--- src/rtl/tcsp_pkg.sv ---
// Shared types, telnet byte codes and reply tables for the telnet command parser.
// No dependencies; used by every module of the block.
`default_nettype none

package tcsp_pkg;

   // Default sizes
   localparam int CMD_DEPTH_DEF = 16;
   localparam int JOB_DEPTH_DEF = 4;

   // Telnet protocol bytes
   localparam logic [7:0] B_IAC  = 8'd255;
   localparam logic [7:0] B_DONT = 8'd254;
   localparam logic [7:0] B_DO   = 8'd253;
   localparam logic [7:0] B_WONT = 8'd252;
   localparam logic [7:0] B_WILL = 8'd251;
   localparam logic [7:0] B_SB   = 8'd250;
   localparam logic [7:0] B_SE   = 8'd240;
   localparam logic [7:0] B_SEND = 8'd1;
   localparam logic [7:0] B_IS   = 8'd0;

   // Options we agree to
   localparam logic [7:0] OPT_TTYPE   = 8'd24;
   localparam logic [7:0] OPT_TSPEED  = 8'd32;
   localparam logic [7:0] OPT_ENVIRON = 8'd39;

   // Channel codes
   localparam logic CH_DISPLAY = 1'b0;
   localparam logic CH_SERVER  = 1'b1;

   localparam int TEXT_LEN = 11;
   localparam int LEN_W    = 5;

   // "XTERM-COLOR"
   localparam logic [7:0] TTYPE_TEXT [TEXT_LEN] = '{
      8'h58, 8'h54, 8'h45, 8'h52, 8'h4d, 8'h2d, 8'h43, 8'h4f, 8'h4c, 8'h4f, 8'h52
   };
   // "38400,38400"
   localparam logic [7:0] SPEED_TEXT [TEXT_LEN] = '{
      8'h33, 8'h38, 8'h34, 8'h30, 8'h30, 8'h2c, 8'h33, 8'h38, 8'h34, 8'h30, 8'h30
   };

   // Work handed from the front end to the reply sequencer
   typedef enum logic [2:0] {
      JOB_PASS,
      JOB_LITERAL,
      JOB_WILL,
      JOB_WONT,
      JOB_SB_TTYPE,
      JOB_SB_TSPEED,
      JOB_SB_ENVIRON
   } job_kind_type;

   typedef struct packed {
      job_kind_type kind;
      logic [7:0]   data;
   } job_type;

   typedef struct packed {
      logic       channel;
      logic [7:0] value;
      logic       last;
   } rsp_type;

   // Number of result bytes a job expands to
   function automatic logic [LEN_W-1:0] job_len(input job_kind_type kind);
      logic [LEN_W-1:0] len;
      case (kind)
         JOB_PASS:       len = LEN_W'(1);
         JOB_LITERAL:    len = LEN_W'(1);
         JOB_WILL:       len = LEN_W'(3);
         JOB_WONT:       len = LEN_W'(3);
         JOB_SB_TTYPE:   len = LEN_W'(TEXT_LEN + 6);
         JOB_SB_TSPEED:  len = LEN_W'(TEXT_LEN + 6);
         JOB_SB_ENVIRON: len = LEN_W'(6);
         default:        len = LEN_W'(1);
      endcase
      return len;
   endfunction

   // Channel of every byte of a job
   function automatic logic job_channel(input job_kind_type kind);
      logic ch;
      case (kind)
         JOB_PASS:    ch = CH_DISPLAY;
         JOB_LITERAL: ch = CH_DISPLAY;
         default:     ch = CH_SERVER;
      endcase
      return ch;
   endfunction

   // Byte at position idx of a job
   function automatic logic [7:0] job_byte(input job_kind_type kind, input logic [7:0] data,
                                           input logic [LEN_W-1:0] idx);
      logic [7:0] b;
      logic [7:0] opt;
      logic [3:0] tidx;
      tidx = 4'(idx - LEN_W'(4));
      case (kind)
         JOB_SB_TTYPE:  opt = OPT_TTYPE;
         JOB_SB_TSPEED: opt = OPT_TSPEED;
         default:       opt = OPT_ENVIRON;
      endcase
      case (kind)
         JOB_PASS:    b = data;
         JOB_LITERAL: b = B_IAC;
         JOB_WILL, JOB_WONT: begin
            if (idx == LEN_W'(0)) begin
               b = B_IAC;
            end else if (idx == LEN_W'(1)) begin
               b = (kind == JOB_WILL) ? B_WILL : B_WONT;
            end else begin
               b = data;
            end
         end
         JOB_SB_TTYPE, JOB_SB_TSPEED, JOB_SB_ENVIRON: begin
            if (idx == LEN_W'(0)) begin
               b = B_IAC;
            end else if (idx == LEN_W'(1)) begin
               b = B_SB;
            end else if (idx == LEN_W'(2)) begin
               b = opt;
            end else if (idx == LEN_W'(3)) begin
               b = B_IS;
            end else if (idx == job_len(kind) - LEN_W'(2)) begin
               b = B_IAC;
            end else if (idx == job_len(kind) - LEN_W'(1)) begin
               b = B_SE;
            end else if (kind == JOB_SB_TTYPE) begin
               b = TTYPE_TEXT[tidx];
            end else begin
               b = SPEED_TEXT[tidx];
            end
         end
         default: b = data;
      endcase
      return b;
   endfunction

endpackage

`default_nettype wire

--- src/rtl/tcsp_front.sv ---
// Front end: gathers IAC commands byte by byte and classifies plain bytes and finished commands into jobs.
// Depends on tcsp_pkg.
`default_nettype none

module tcsp_front #(
   parameter int CMD_DEPTH = tcsp_pkg::CMD_DEPTH_DEF
) (
   input  wire logic             clock,
   input  wire logic             reset,
   input  wire logic             accept,
   input  wire logic [7:0]       rx_byte,
   output logic                  job_push,
   output tcsp_pkg::job_type     job_out
);
   import tcsp_pkg::*;

   localparam int CNT_W = $clog2(CMD_DEPTH + 1);

   // Command progress; only the store entries the parser ever reads are kept
   logic [CNT_W-1:0] count_ff, count_in;
   logic [7:0]       code_ff, code_in;   // store[1]
   logic [7:0]       opt_ff, opt_in;     // store[2]
   logic [7:0]       arg_ff, arg_in;     // store[3]
   logic [7:0]       prev_ff, prev_in;   // last byte written
   logic [7:0]       tail_ff, tail_in;   // store[CMD_DEPTH-2]

   logic             appended;
   logic [CNT_W-1:0] cnt_new;
   logic [7:0]       before_byte;
   logic [7:0]       code_eff;

   assign appended    = count_ff < CNT_W'(CMD_DEPTH);
   assign cnt_new     = appended ? count_ff + CNT_W'(1) : count_ff;
   assign before_byte = appended ? prev_ff : tail_ff;
   assign code_eff    = (count_ff == CNT_W'(1)) ? rx_byte : code_ff;

   // Classify the incoming byte
   always_comb begin
      count_in     = count_ff;
      code_in      = code_ff;
      opt_in       = opt_ff;
      arg_in       = arg_ff;
      prev_in      = prev_ff;
      tail_in      = tail_ff;
      job_push     = 1'b0;
      job_out.kind = JOB_PASS;
      job_out.data = rx_byte;
      if (accept) begin
         if (count_ff == CNT_W'(0)) begin
            if (rx_byte == B_IAC) begin
               count_in = CNT_W'(1);
               prev_in  = rx_byte;
            end else begin
               job_push = 1'b1;
            end
         end else begin
            count_in = cnt_new;
            if (appended) begin
               prev_in = rx_byte;
               if (count_ff == CNT_W'(1)) code_in = rx_byte;
               if (count_ff == CNT_W'(2)) opt_in = rx_byte;
               if (count_ff == CNT_W'(3)) arg_in = rx_byte;
               if (count_ff == CNT_W'(CMD_DEPTH - 2)) tail_in = rx_byte;
            end
            case (code_eff)
               B_DO: begin
                  if (cnt_new == CNT_W'(3)) begin
                     job_push     = 1'b1;
                     job_out.kind = (rx_byte == OPT_TTYPE || rx_byte == OPT_TSPEED ||
                                     rx_byte == OPT_ENVIRON) ? JOB_WILL : JOB_WONT;
                     count_in     = CNT_W'(0);
                  end
               end
               B_DONT, B_WILL, B_WONT: begin
                  if (cnt_new == CNT_W'(3)) count_in = CNT_W'(0);
               end
               B_IAC: begin
                  job_push     = 1'b1;
                  job_out.kind = JOB_LITERAL;
                  count_in     = CNT_W'(0);
               end
               B_SB: begin
                  if (rx_byte == B_SE && before_byte == B_IAC) begin
                     count_in = CNT_W'(0);
                     // only a two-byte SEND body is answered
                     if (cnt_new == CNT_W'(6) && arg_ff == B_SEND) begin
                        if (opt_ff == OPT_TTYPE) begin
                           job_push     = 1'b1;
                           job_out.kind = JOB_SB_TTYPE;
                        end else if (opt_ff == OPT_TSPEED) begin
                           job_push     = 1'b1;
                           job_out.kind = JOB_SB_TSPEED;
                        end else if (opt_ff == OPT_ENVIRON) begin
                           job_push     = 1'b1;
                           job_out.kind = JOB_SB_ENVIRON;
                        end
                     end
                  end
               end
               default: count_in = CNT_W'(0);
            endcase
         end
      end
   end

   always_ff @(posedge clock) begin
      if (reset) begin
         count_ff <= '0;
      end else begin
         count_ff <= count_in;
      end
      code_ff <= code_in;
      opt_ff  <= opt_in;
      arg_ff  <= arg_in;
      prev_ff <= prev_in;
      tail_ff <= tail_in;
   end

endmodule

`default_nettype wire

--- src/rtl/tcsp_job_queue.sv ---
// Short queue of classified jobs between the front end and the reply sequencer.
// Depends on tcsp_pkg.
`default_nettype none

module tcsp_job_queue #(
   parameter int DEPTH = tcsp_pkg::JOB_DEPTH_DEF
) (
   input  wire logic              clock,
   input  wire logic              reset,
   input  wire logic              push,
   input  wire tcsp_pkg::job_type push_job,
   output logic                   full,
   input  wire logic              pop,
   output logic                   valid,
   output tcsp_pkg::job_type      head_job
);
   import tcsp_pkg::*;

   localparam int PTR_W = (DEPTH > 1) ? $clog2(DEPTH) : 1;
   localparam int CNT_W = $clog2(DEPTH + 1);

   job_type          slot_ff [DEPTH];
   logic [PTR_W-1:0] wr_ff, wr_in;
   logic [PTR_W-1:0] rd_ff, rd_in;
   logic [CNT_W-1:0] cnt_ff, cnt_in;
   logic             do_push;
   logic             do_pop;

   assign full     = cnt_ff == CNT_W'(DEPTH);
   assign valid    = cnt_ff != CNT_W'(0);
   assign head_job = slot_ff[rd_ff];
   assign do_push  = push && !full;
   assign do_pop   = pop && valid;

   // Pointer and fill count
   always_comb begin
      wr_in  = wr_ff;
      rd_in  = rd_ff;
      cnt_in = cnt_ff;
      if (do_push) begin
         wr_in = (wr_ff == PTR_W'(DEPTH - 1)) ? PTR_W'(0) : wr_ff + PTR_W'(1);
      end
      if (do_pop) begin
         rd_in = (rd_ff == PTR_W'(DEPTH - 1)) ? PTR_W'(0) : rd_ff + PTR_W'(1);
      end
      if (do_push && !do_pop) begin
         cnt_in = cnt_ff + CNT_W'(1);
      end else if (do_pop && !do_push) begin
         cnt_in = cnt_ff - CNT_W'(1);
      end
   end

   always_ff @(posedge clock) begin
      if (reset) begin
         wr_ff  <= '0;
         rd_ff  <= '0;
         cnt_ff <= '0;
      end else begin
         wr_ff  <= wr_in;
         rd_ff  <= rd_in;
         cnt_ff <= cnt_in;
      end
      if (do_push) begin
         slot_ff[wr_ff] <= push_job;
      end
   end

endmodule

`default_nettype wire

--- src/rtl/tcsp_back.sv ---
// Reply sequencer: expands each job into result bytes, one per cycle while there is
// room, into a two-entry output buffer. Depends on tcsp_pkg.
`default_nettype none

module tcsp_back (
   input  wire logic              clock,
   input  wire logic              reset,
   input  wire logic              job_valid,
   input  wire tcsp_pkg::job_type job,
   output logic                   job_pop,
   output logic                   rsp_empty,
   input  wire logic              rsp_pop,
   output logic                   rsp_out_channel,
   output logic [7:0]             rsp_out_byte,
   output logic                   rsp_out_last
);
   import tcsp_pkg::*;

   logic [LEN_W-1:0] idx_ff, idx_in;
   rsp_type          buf_ff [2];
   logic             wr_ff, wr_in;
   logic             rd_ff, rd_in;
   logic [1:0]       cnt_ff, cnt_in;
   logic             room;
   logic             emit;
   logic             is_last;
   logic             do_pop;
   rsp_type          next_rsp;

   assign room    = cnt_ff != 2'd2;
   assign emit    = job_valid && room;
   assign is_last = idx_ff == job_len(job.kind) - LEN_W'(1);
   assign job_pop = emit && is_last;
   assign do_pop  = rsp_pop && !rsp_empty;

   assign next_rsp.channel = job_channel(job.kind);
   assign next_rsp.value   = job_byte(job.kind, job.data, idx_ff);
   assign next_rsp.last    = is_last;

   assign rsp_empty       = cnt_ff == 2'd0;
   assign rsp_out_channel = buf_ff[rd_ff].channel;
   assign rsp_out_byte    = buf_ff[rd_ff].value;
   assign rsp_out_last    = buf_ff[rd_ff].last;

   // Byte position within the current job and buffer pointers
   always_comb begin
      idx_in = idx_ff;
      wr_in  = wr_ff;
      rd_in  = rd_ff;
      cnt_in = cnt_ff;
      if (emit) begin
         idx_in = is_last ? LEN_W'(0) : idx_ff + LEN_W'(1);
         wr_in  = !wr_ff;
      end
      if (do_pop) begin
         rd_in = !rd_ff;
      end
      if (emit && !do_pop) begin
         cnt_in = cnt_ff + 2'd1;
      end else if (do_pop && !emit) begin
         cnt_in = cnt_ff - 2'd1;
      end
   end

   always_ff @(posedge clock) begin
      if (reset) begin
         idx_ff <= '0;
         wr_ff  <= 1'b0;
         rd_ff  <= 1'b0;
         cnt_ff <= '0;
      end else begin
         idx_ff <= idx_in;
         wr_ff  <= wr_in;
         rd_ff  <= rd_in;
         cnt_ff <= cnt_in;
      end
      if (emit) begin
         buf_ff[wr_ff] <= next_rsp;
      end
   end

endmodule

`default_nettype wire

--- src/rtl/telnet_command_stream_parser.sv ---
// Telnet receive parser. One received byte is taken per cycle while the job queue
// has room (req_full low); plain bytes go via the job queue and output buffer to the
// display channel. IAC commands are gathered by the front end; a finished command is
// queued as a job and the reply sequencer plays it out at one result per cycle while
// its output buffer has room: 3 bytes for a DO reply, 6 for the environ reply and 17
// for the terminal-type or speed reply. Long reply bursts therefore fill the job
// queue and raise req_full; the sequencer's one-byte-per-cycle output sets the
// sustained rate. Depends on tcsp_pkg, tcsp_front, tcsp_job_queue and tcsp_back.
`default_nettype none

module telnet_command_stream_parser #(
   parameter int CMD_DEPTH = tcsp_pkg::CMD_DEPTH_DEF,
   parameter int JOB_DEPTH = tcsp_pkg::JOB_DEPTH_DEF
) (
   input  wire logic       clock,
   input  wire logic       reset,
   input  wire logic       req_push,
   output logic            req_full,
   input  wire logic [7:0] req_rx_byte,
   output logic            rsp_empty,
   input  wire logic       rsp_pop,
   output logic            rsp_out_channel,
   output logic [7:0]      rsp_out_byte,
   output logic            rsp_out_last
);
   import tcsp_pkg::*;

   logic    accept;
   logic    front_push;
   job_type front_job;
   logic    queue_valid;
   job_type queue_job;
   logic    queue_pop;

   assign accept = req_push && !req_full;

   // Command gathering and classification
   tcsp_front #(
      .CMD_DEPTH (CMD_DEPTH)
   ) u_front (
      .clock    (clock),
      .reset    (reset),
      .accept   (accept),
      .rx_byte  (req_rx_byte),
      .job_push (front_push),
      .job_out  (front_job)
   );

   // Decoupling queue
   tcsp_job_queue #(
      .DEPTH (JOB_DEPTH)
   ) u_queue (
      .clock    (clock),
      .reset    (reset),
      .push     (front_push),
      .push_job (front_job),
      .full     (req_full),
      .pop      (queue_pop),
      .valid    (queue_valid),
      .head_job (queue_job)
   );

   // Reply expansion and output buffer
   tcsp_back u_back (
      .clock           (clock),
      .reset           (reset),
      .job_valid       (queue_valid),
      .job             (queue_job),
      .job_pop         (queue_pop),
      .rsp_empty       (rsp_empty),
      .rsp_pop         (rsp_pop),
      .rsp_out_channel (rsp_out_channel),
      .rsp_out_byte    (rsp_out_byte),
      .rsp_out_last    (rsp_out_last)
   );

endmodule

`default_nettype wire

--- config.mk ---
export PLATFORM = sky130hd
export DESIGN_NAME = telnet_command_stream_parser
export DESIGN_NICKNAME = d
export VERILOG_FILES = /design/src/rtl/tcsp_pkg.sv /design/src/rtl/tcsp_front.sv /design/src/rtl/tcsp_job_queue.sv /design/src/rtl/tcsp_back.sv /design/src/rtl/telnet_command_stream_parser.sv
export SDC_FILE = /design/constraint.sdc
export NUM_CORES = 1
export LEC_CHECK = 0
export BUFFER_PORTS_ARGS = -buffer_cell sky130_fd_sc_hd__buf_4
export CAP_MARGIN = 20
export CORE_MARGIN = 2
export CORE_UTILIZATION = 55
export CTS_CLUSTER_SIZE = 24
export DETAILED_ROUTE_END_ITERATION = 8
export PLACE_DENSITY_LB_ADDON = 0.15
export SETUP_SLACK_MARGIN = 0.4
export SLEW_MARGIN = 30
export SYNTH_ARGS = -nofsm -noshare
export SYNTH_HDL_FRONTEND = slang
export SYNTH_HIERARCHICAL = 1
export SYNTH_SLANG_ARGS = --single-unit
--- constraint.sdc ---
create_clock -name clock -period 4.6 [get_ports clock]
set_input_delay 0.46 -clock clock [delete_from_list [all_inputs] [get_ports clock]]
set_output_delay 0.46 -clock clock [all_outputs]
set_load 0.05 [all_outputs]
# == Yosys cells after proc, flatten, opt, wreduce, memory -nomap -nowiden ==
# Memories as Yosys holds them, arrays and structs flattened. A register that Yosys moved wholly into a read port is not among the register bits.
# Index checks and enable logic that the tools add are counted.
# totals
memories,4
inputBits,12
wordCells,188
out_inout_bits,12
register_bits,61
mem_bits_ro,256
ram_bits,64
# mem_list
name,depth,word_bits,rd,rd_clocked_by_memory_dff,wr,line_no,rtl
(name not given),16,8,1,0,0,tcsp_pkg.sv:130,b = TTYPE_TEXT[tidx];
(name not given),16,8,1,0,0,tcsp_pkg.sv:132,b = SPEED_TEXT[tidx];
u_queue.slot_ff,4,11,1,1,1,tcsp_job_queue.sv:22,job_type slot_ff [DEPTH];
u_back.buf_ff,2,10,1,1,1,tcsp_back.sv:20,rsp_type buf_ff [2];
# classes
muxes,75
eq_ne,39
n_bitwise,2
magnitude_cmp,2
add_sub_neg,12
reduce_logical,41
# op_table
op,n
8-bit two-way mux,18
5-bit two-way mux,17
"8-bit equality test, second input constant",9
3-bit two-way mux,11
"8-bit by 6-bit equality test with 1-bit output, second input constant",4
"5-bit by 2-bit equality test with 1-bit output, second input constant",5
8-bit one-hot mux with 3 select lines,1
1-bit two-way mux,17
"8-bit by 5-bit equality test with 1-bit output, second input constant",2
5-bit equality test,3
5-bit one-hot mux with 3 select lines,1
"3-bit equality test, second input constant",4
1-bit logical AND,12
2-bit two-way mux,6
6-bit one-hot mux with 2 select lines,1
4-bit AND reduction,3
"5-bit by 1-bit adder with 5-bit output, second input constant",2
"5-bit by 1-bit equality test with 1-bit output, second input constant",2
5-bit zero test,2
5-bit one-hot mux with 2 select lines,1
"5-bit by 1-bit subtractor with 5-bit output, second input constant",2
3-bit one-hot mux with 3 select lines,1
"8-bit by 1-bit equality test with 1-bit output, second input constant",1
1-bit zero test,8
other kinds (27),38

# == Depth between registers and ports, before layout ==
# depth
depth_word,25
depth_mapped,17
depth_no_buf,16

# == Modules after synthesis ==
# Netlist, hierarchy kept.
# modules_own_cells
module,instances,cells_per_inst,seq_area_each_um2,area_per_inst_um2
tcsp_front,1,181,1301.2,2238.4
tcsp_back,1,249,800.8,2235.9
tcsp_job_queue,1,107,1501.4,2075.7
telnet_command_stream_parser,1,1,0.0,13.8

# == Least setup slack after synthesis ==
# OpenSTA, ideal clock, no wires.
# synth_path
path_type,register -> register
from,reg (tool-made name)
to,reg u_queue.cnt_ff[2]
setup_slack_ns,0.627
synth_period_minus_slack_ns,3.973
stages_incl_launch_ff,18
setup_ns,0.070
t_arrival_ns,3.903
cell_sequence,dfxtp_1 > buf_2 > mux4_2 > inv_1 > ha_1 > and4b_1 > a32oi_1 > and3_1 > or2_4 > buf_6 > nor2_1 > o31ai_2 > ha_1 > inv_1 > fa_1 > xor2_1 > or3_2 > a21oi_1
# synth_lines
element,line_no,rtl
end signal: assignment,tcsp_job_queue.sv:61,cnt_ff <= cnt_in;
end: declaration,tcsp_job_queue.sv:25,"logic [CNT_W-1:0] cnt_ff, cnt_in;"

# == Worst setup path in the final report ==
# layout_path
from,reg u_front.count_ff[4]
to,reg u_queue.cnt_ff[2]
# layout_via
elab_chain_len,13
elab_cells_between_ends,27
cone_classes,add/sub: 1; order compare: 1; eq/ne: 7; mux: 10; reduce/logical: 8
# layout_lines
element,line_no,rtl
start: declaration,tcsp_front.sv:20,"logic [CNT_W-1:0] count_ff, count_in;"
start signal: assignment,tcsp_front.sv:110,count_ff <= count_in;
5-bit by 1-bit adder with 5-bit output / 5-bit less-than comparator (equally long branches),"tcsp_front.sv:33, tcsp_front.sv:32",
5-bit two-way mux,tcsp_front.sv:33,assign cnt_new = appended ? count_ff + CNT_W'(1) : count_ff;
5-bit by 3-bit equality test with 1-bit output,tcsp_front.sv:86,if (cnt_new == CNT_W'(6) && arg_ff == B_SEND) begin
1-bit logical AND,tcsp_front.sv:86,
1-bit two-way mux,tcsp_front.sv:86,
1-bit two-way mux,tcsp_front.sv:83,if (rx_byte == B_SE && before_byte == B_IAC) begin
1-bit one-hot mux with 3 select lines,tcsp_front.sv:65,case (code_eff)
1-bit two-way mux *,tcsp_front.sv:49,if (count_ff == CNT_W'(0)) begin
1-bit two-way mux *,tcsp_front.sv:48,if (accept) begin
via front_push,telnet_command_stream_parser.sv:29,logic front_push;
1-bit logical AND *,tcsp_job_queue.sv:32,assign do_push = push && !full;
via u_queue.do_push,tcsp_job_queue.sv:26,logic do_push;
1-bit zero test,tcsp_job_queue.sv:48,end else if (do_pop && !do_push) begin
1-bit logical AND,tcsp_job_queue.sv:48,
2-bit nonzero test (no source line),-,
# Mark *: on every way through the listed nets, which the timed path passes. The rest lies on a longest branch.
# A chain may end at the register's enable or synchronous reset.

==> run_results.csv <==
group,metric,value,unit
placed_design,numPortBuffers,23,
synthesis,async_reset_ff_share,0,%
final_layout,nets,594,
sta,finalHoldViolations,0,
global_routing,grtUsageMet2,32.7,%
final_layout,area_growth,12.9,%
synthesis,seq_area_frac_synth,54.9,%
sta,fmax,251,MHz
critical_path,r2r_slack,0.62,ns
clock_network,cts.sinks,128,
final_layout,layout-drive-gt1-share,21.7,%
synthesis,synth_edf_count,104,
drt,firstDrtPassIters,7,
flow_run,maxCapViolCount,0,
global_routing,grt_util_met1,32.0,%
clock_network,cts_root_buffer,"clkbuf_16",
global_routing,top_usage_layer,"met2",
clock_network,clock_latency,0.42,ns
floorplan,num_rows,39,
floorplan,start_util,57.0,%
outcome,failed_checks,"design-rule violations",
drt,via_per_inst,6.17,
floorplan,io_pins,24,
sta,slew_headroom,48.8,%
final_layout,final_util,64.3,%
sta,timing.final.ws_setup,0.616,ns
power,p_leak,2.59,nW
placed_design,pre_cts_ws,0.501,ns
clock_network,htreeDepth,4,
floorplan,die_h,113,um
power,power_density,640,nW/um^2
critical_path,worstSetupPathType,"reg -> reg",
final_layout,n_fill_cell,899,
synthesis,netlist_area,6560,sq um
critical_path,setup.worst_path.start_class,"register",
critical_path,worst-endpoint-arrival,4.33,ns
synthesis,syn_nets,574,
sta,min_period,3.98,ns
floorplan,coreArea,11500,sq um
sta,finalCritPeriodShare,86.6,%
clock_network,cts_tree,"done",
drt,drcViolationCount,1,
placed_design,gp_congestion,0.915,
synthesis,yosysWarnings,6,
global_routing,globalRouteOverflowTotal,0,
sta,tns,0,ns
synthesis,synthFlopType,"edfxtp_1",
final_layout,antennaDiodeCount,0,
critical_path,worstSetupEndpointType,"register",
global_routing,grtUsageTotal,22.0,%
floorplan,dieArea,12800,sq um
sta,setup_violations,0,
outcome,status,"complete, but fails checks",
synthesis,synth_cells,538,
global_routing,grt_pass1_wl,21600,um
worst_hold_path,hp-class,"in -> reg",
global_routing,antenna_found_initial,0,
synthesis,ys_ff_latch,128,
drt,wirelength,13400,um
global_routing,use_met3,4.98,%
placed_design,hpwlAfterDp,9240,um
clock_network,cts.clk_slew.worst_paths,0.06,ns
sta,rsz0062_at_grt,"no",
drt,num_vias,4405,
sta,worst_pin_slew,0.766,ns
synthesis,synth_cell_type_count,83,
drt,drt_first_iter_violations,349,
clock_network,numCtsBuffers,17,
sta,skew,0.0108,ns
global_routing,first_global_vias,4258,
clock_network,hold_buffers,0,
drt,avgRoutedWirePerCell,18.7,um
critical_path,required,4.95,ns
drt,ant_nets,0,
critical_path,crit_fanout,15,
power,peakVddDrop,0.494,mV
sta,finalMaxSlewViolations,0,
global_routing,grt_start_max_net_pins,26,
clock_network,cts_buffer_depth,2,
synthesis,avgSynthCellArea,12.2,sq um
floorplan,fp.dieW,113,um
## path summary, 6_finish.rpt
check | from | to | cells past startpoint
hold / removal | req_rx_byte[6] | u_front/arg_ff[6] | 1
hold reg to reg | u_queue/rd_ff[0] | u_queue/rd_ff[0] | 2
setup reg to reg | u_front/count_ff[4] | u_queue/cnt_ff[2] | 14
setup / recovery | u_front/count_ff[4] | u_queue/cnt_ff[2] | 14
## worst max-delay path, cell delays in order (launching register included)
cell     delay, ns
dfxtp_1       0.46
or4b_4        0.75
mux2_4        0.29
nand2_2       0.06
nor4_4        0.29
o21ai_2       0.14
a31oi_4       0.25
inv_1         0.09
nor2_2        0.15
ha_1          0.20
inv_1         0.07
fa_1          0.43
xor2_1        0.18
or3_2         0.41
a21oi_1       0.14
## cell families (layout without fill, tap and decap cells)
kind of cell	after synthesis	count (layout)	synth area share, %
and+or+nand+nor	174	174	14.6
xor gates and xnor gates	15	15	2.00
muxes	33	33	7.89
DFF	128	128	54.9
buffers and inverters	56	89	4.54
AOI/OAI and AO/OA	108	108	11.4
adders and majority gates	24	24	4.69
## report_power, final
part	internal, mW	switching, mW	leakage, nW	total (mW)
registers	1.50	0.0963	1.14	1.60
clock network	0.814	0.535	0.284	1.35
logic	0.665	1.13	1.17	1.79
total	2.98	1.76	2.59	4.74
## sequential cells by signal, indices dropped and copies added (netlist names), 3 cells and up, named ones only
name / flops
u_front/code_ff: 8
u_back/idx_ff: 5
u_queue/slot_ff: 44
u_front/count_ff: 5
u_front/opt_ff: 8
u_front/prev_ff: 8
u_back/buf_ff: 20
u_front/tail_ff: 8
u_front/arg_ff: 8
u_queue/cnt_ff: 3
## synth_stat cells, types with 3 or more instances
library cell  instances  area share [%]
a21oi_1              19             1.4
a31oi_1               6            0.57
a32o_1                3            0.46
and3_1                4            0.38
and3_2                5            0.57
buf_2                 5            0.38
buf_4                10             1.1
buf_6                 5            0.86
clkbuf_1             10            0.57
dfxtp_1              24             7.3
edfxtp_1            104              48
ha_1                 23             4.4
inv_1                22             1.3
mux2_2               16             2.7
mux2i_1               3            0.46
mux4_2               12             4.1
nand2_1              36             2.1
nand2b_1              5            0.48
nand3_1              19             1.4
nand4_1               7            0.67
nand4b_1              3            0.40
nor2_1               40             2.3
nor2b_1               3            0.29
nor3_1               14             1.1
nor4_1                5            0.48
o211ai_1              6            0.69
o21a_1                7            0.80
o21ai_0              24             1.8
o21ai_1               3            0.23
o22ai_1               5            0.48
o31ai_1               4            0.46
or3_1                 5            0.48
xnor2_1               5            0.67
xor2_1               10             1.3
## per-stage QoR
step / power (mW) / std cells / cell area [sq um] / hold slack, ns
after detailed placement: 3.37 / 678 / 6760 / 0.490
final: 4.74 / 714 / 7410 / 0.323
after global placement: 3.31 / 678 / 6760 / 0.493
after floorplan: 2.96 / 538 / 6560 / 0.463
after CTS: 4.73 / 710 / 7360 / 0.314
after global routing: 5.00 / 714 / 7410 / 0.317
## metal layers
metal	vias up	routed length, um
met3	12	641
met1	2171	6330
met5	-	0
li1	2088	-
met4	0	174
met2	134	6200
## cell type report
type / instances / area, sq um / share of cell area, %
flip-flops and latches: 128 / 3600 / 48.6
multi-input cells: 354 / 2680 / 36.2
clock buffers: 17 / 425 / 5.74
repair buffers: 34 / 255 / 3.44
well taps: 143 / 179 / 2.41
clock inverters: 15 / 170 / 2.30
inverters: 23 / 91.3 / 1.23
## placed cells by master (no fill, tap or decap), drive strengths merged, types with 19 or more instances in the layout
| master | netlist | layout |
|---|---|---|
| o21ai | 28 | 28 |
| buf | 22 | 34 |
| inv | 22 | 31 |
| a21oi | 20 | 20 |
| nand2 | 37 | 37 |
| dfxtp | 24 | 24 |
| nand3 | 19 | 19 |
| ha | 23 | 23 |
| edfxtp | 104 | 104 |
| nor2 | 42 | 42 |
## repair_timing
item | 4_1_cts | 5_1_grt
gates resized for setup | 0 | 3
buffers inserted | 0 | 4
endpoints found under the setup margin | 0 | 1
Power figures use the tool's default switching activity.
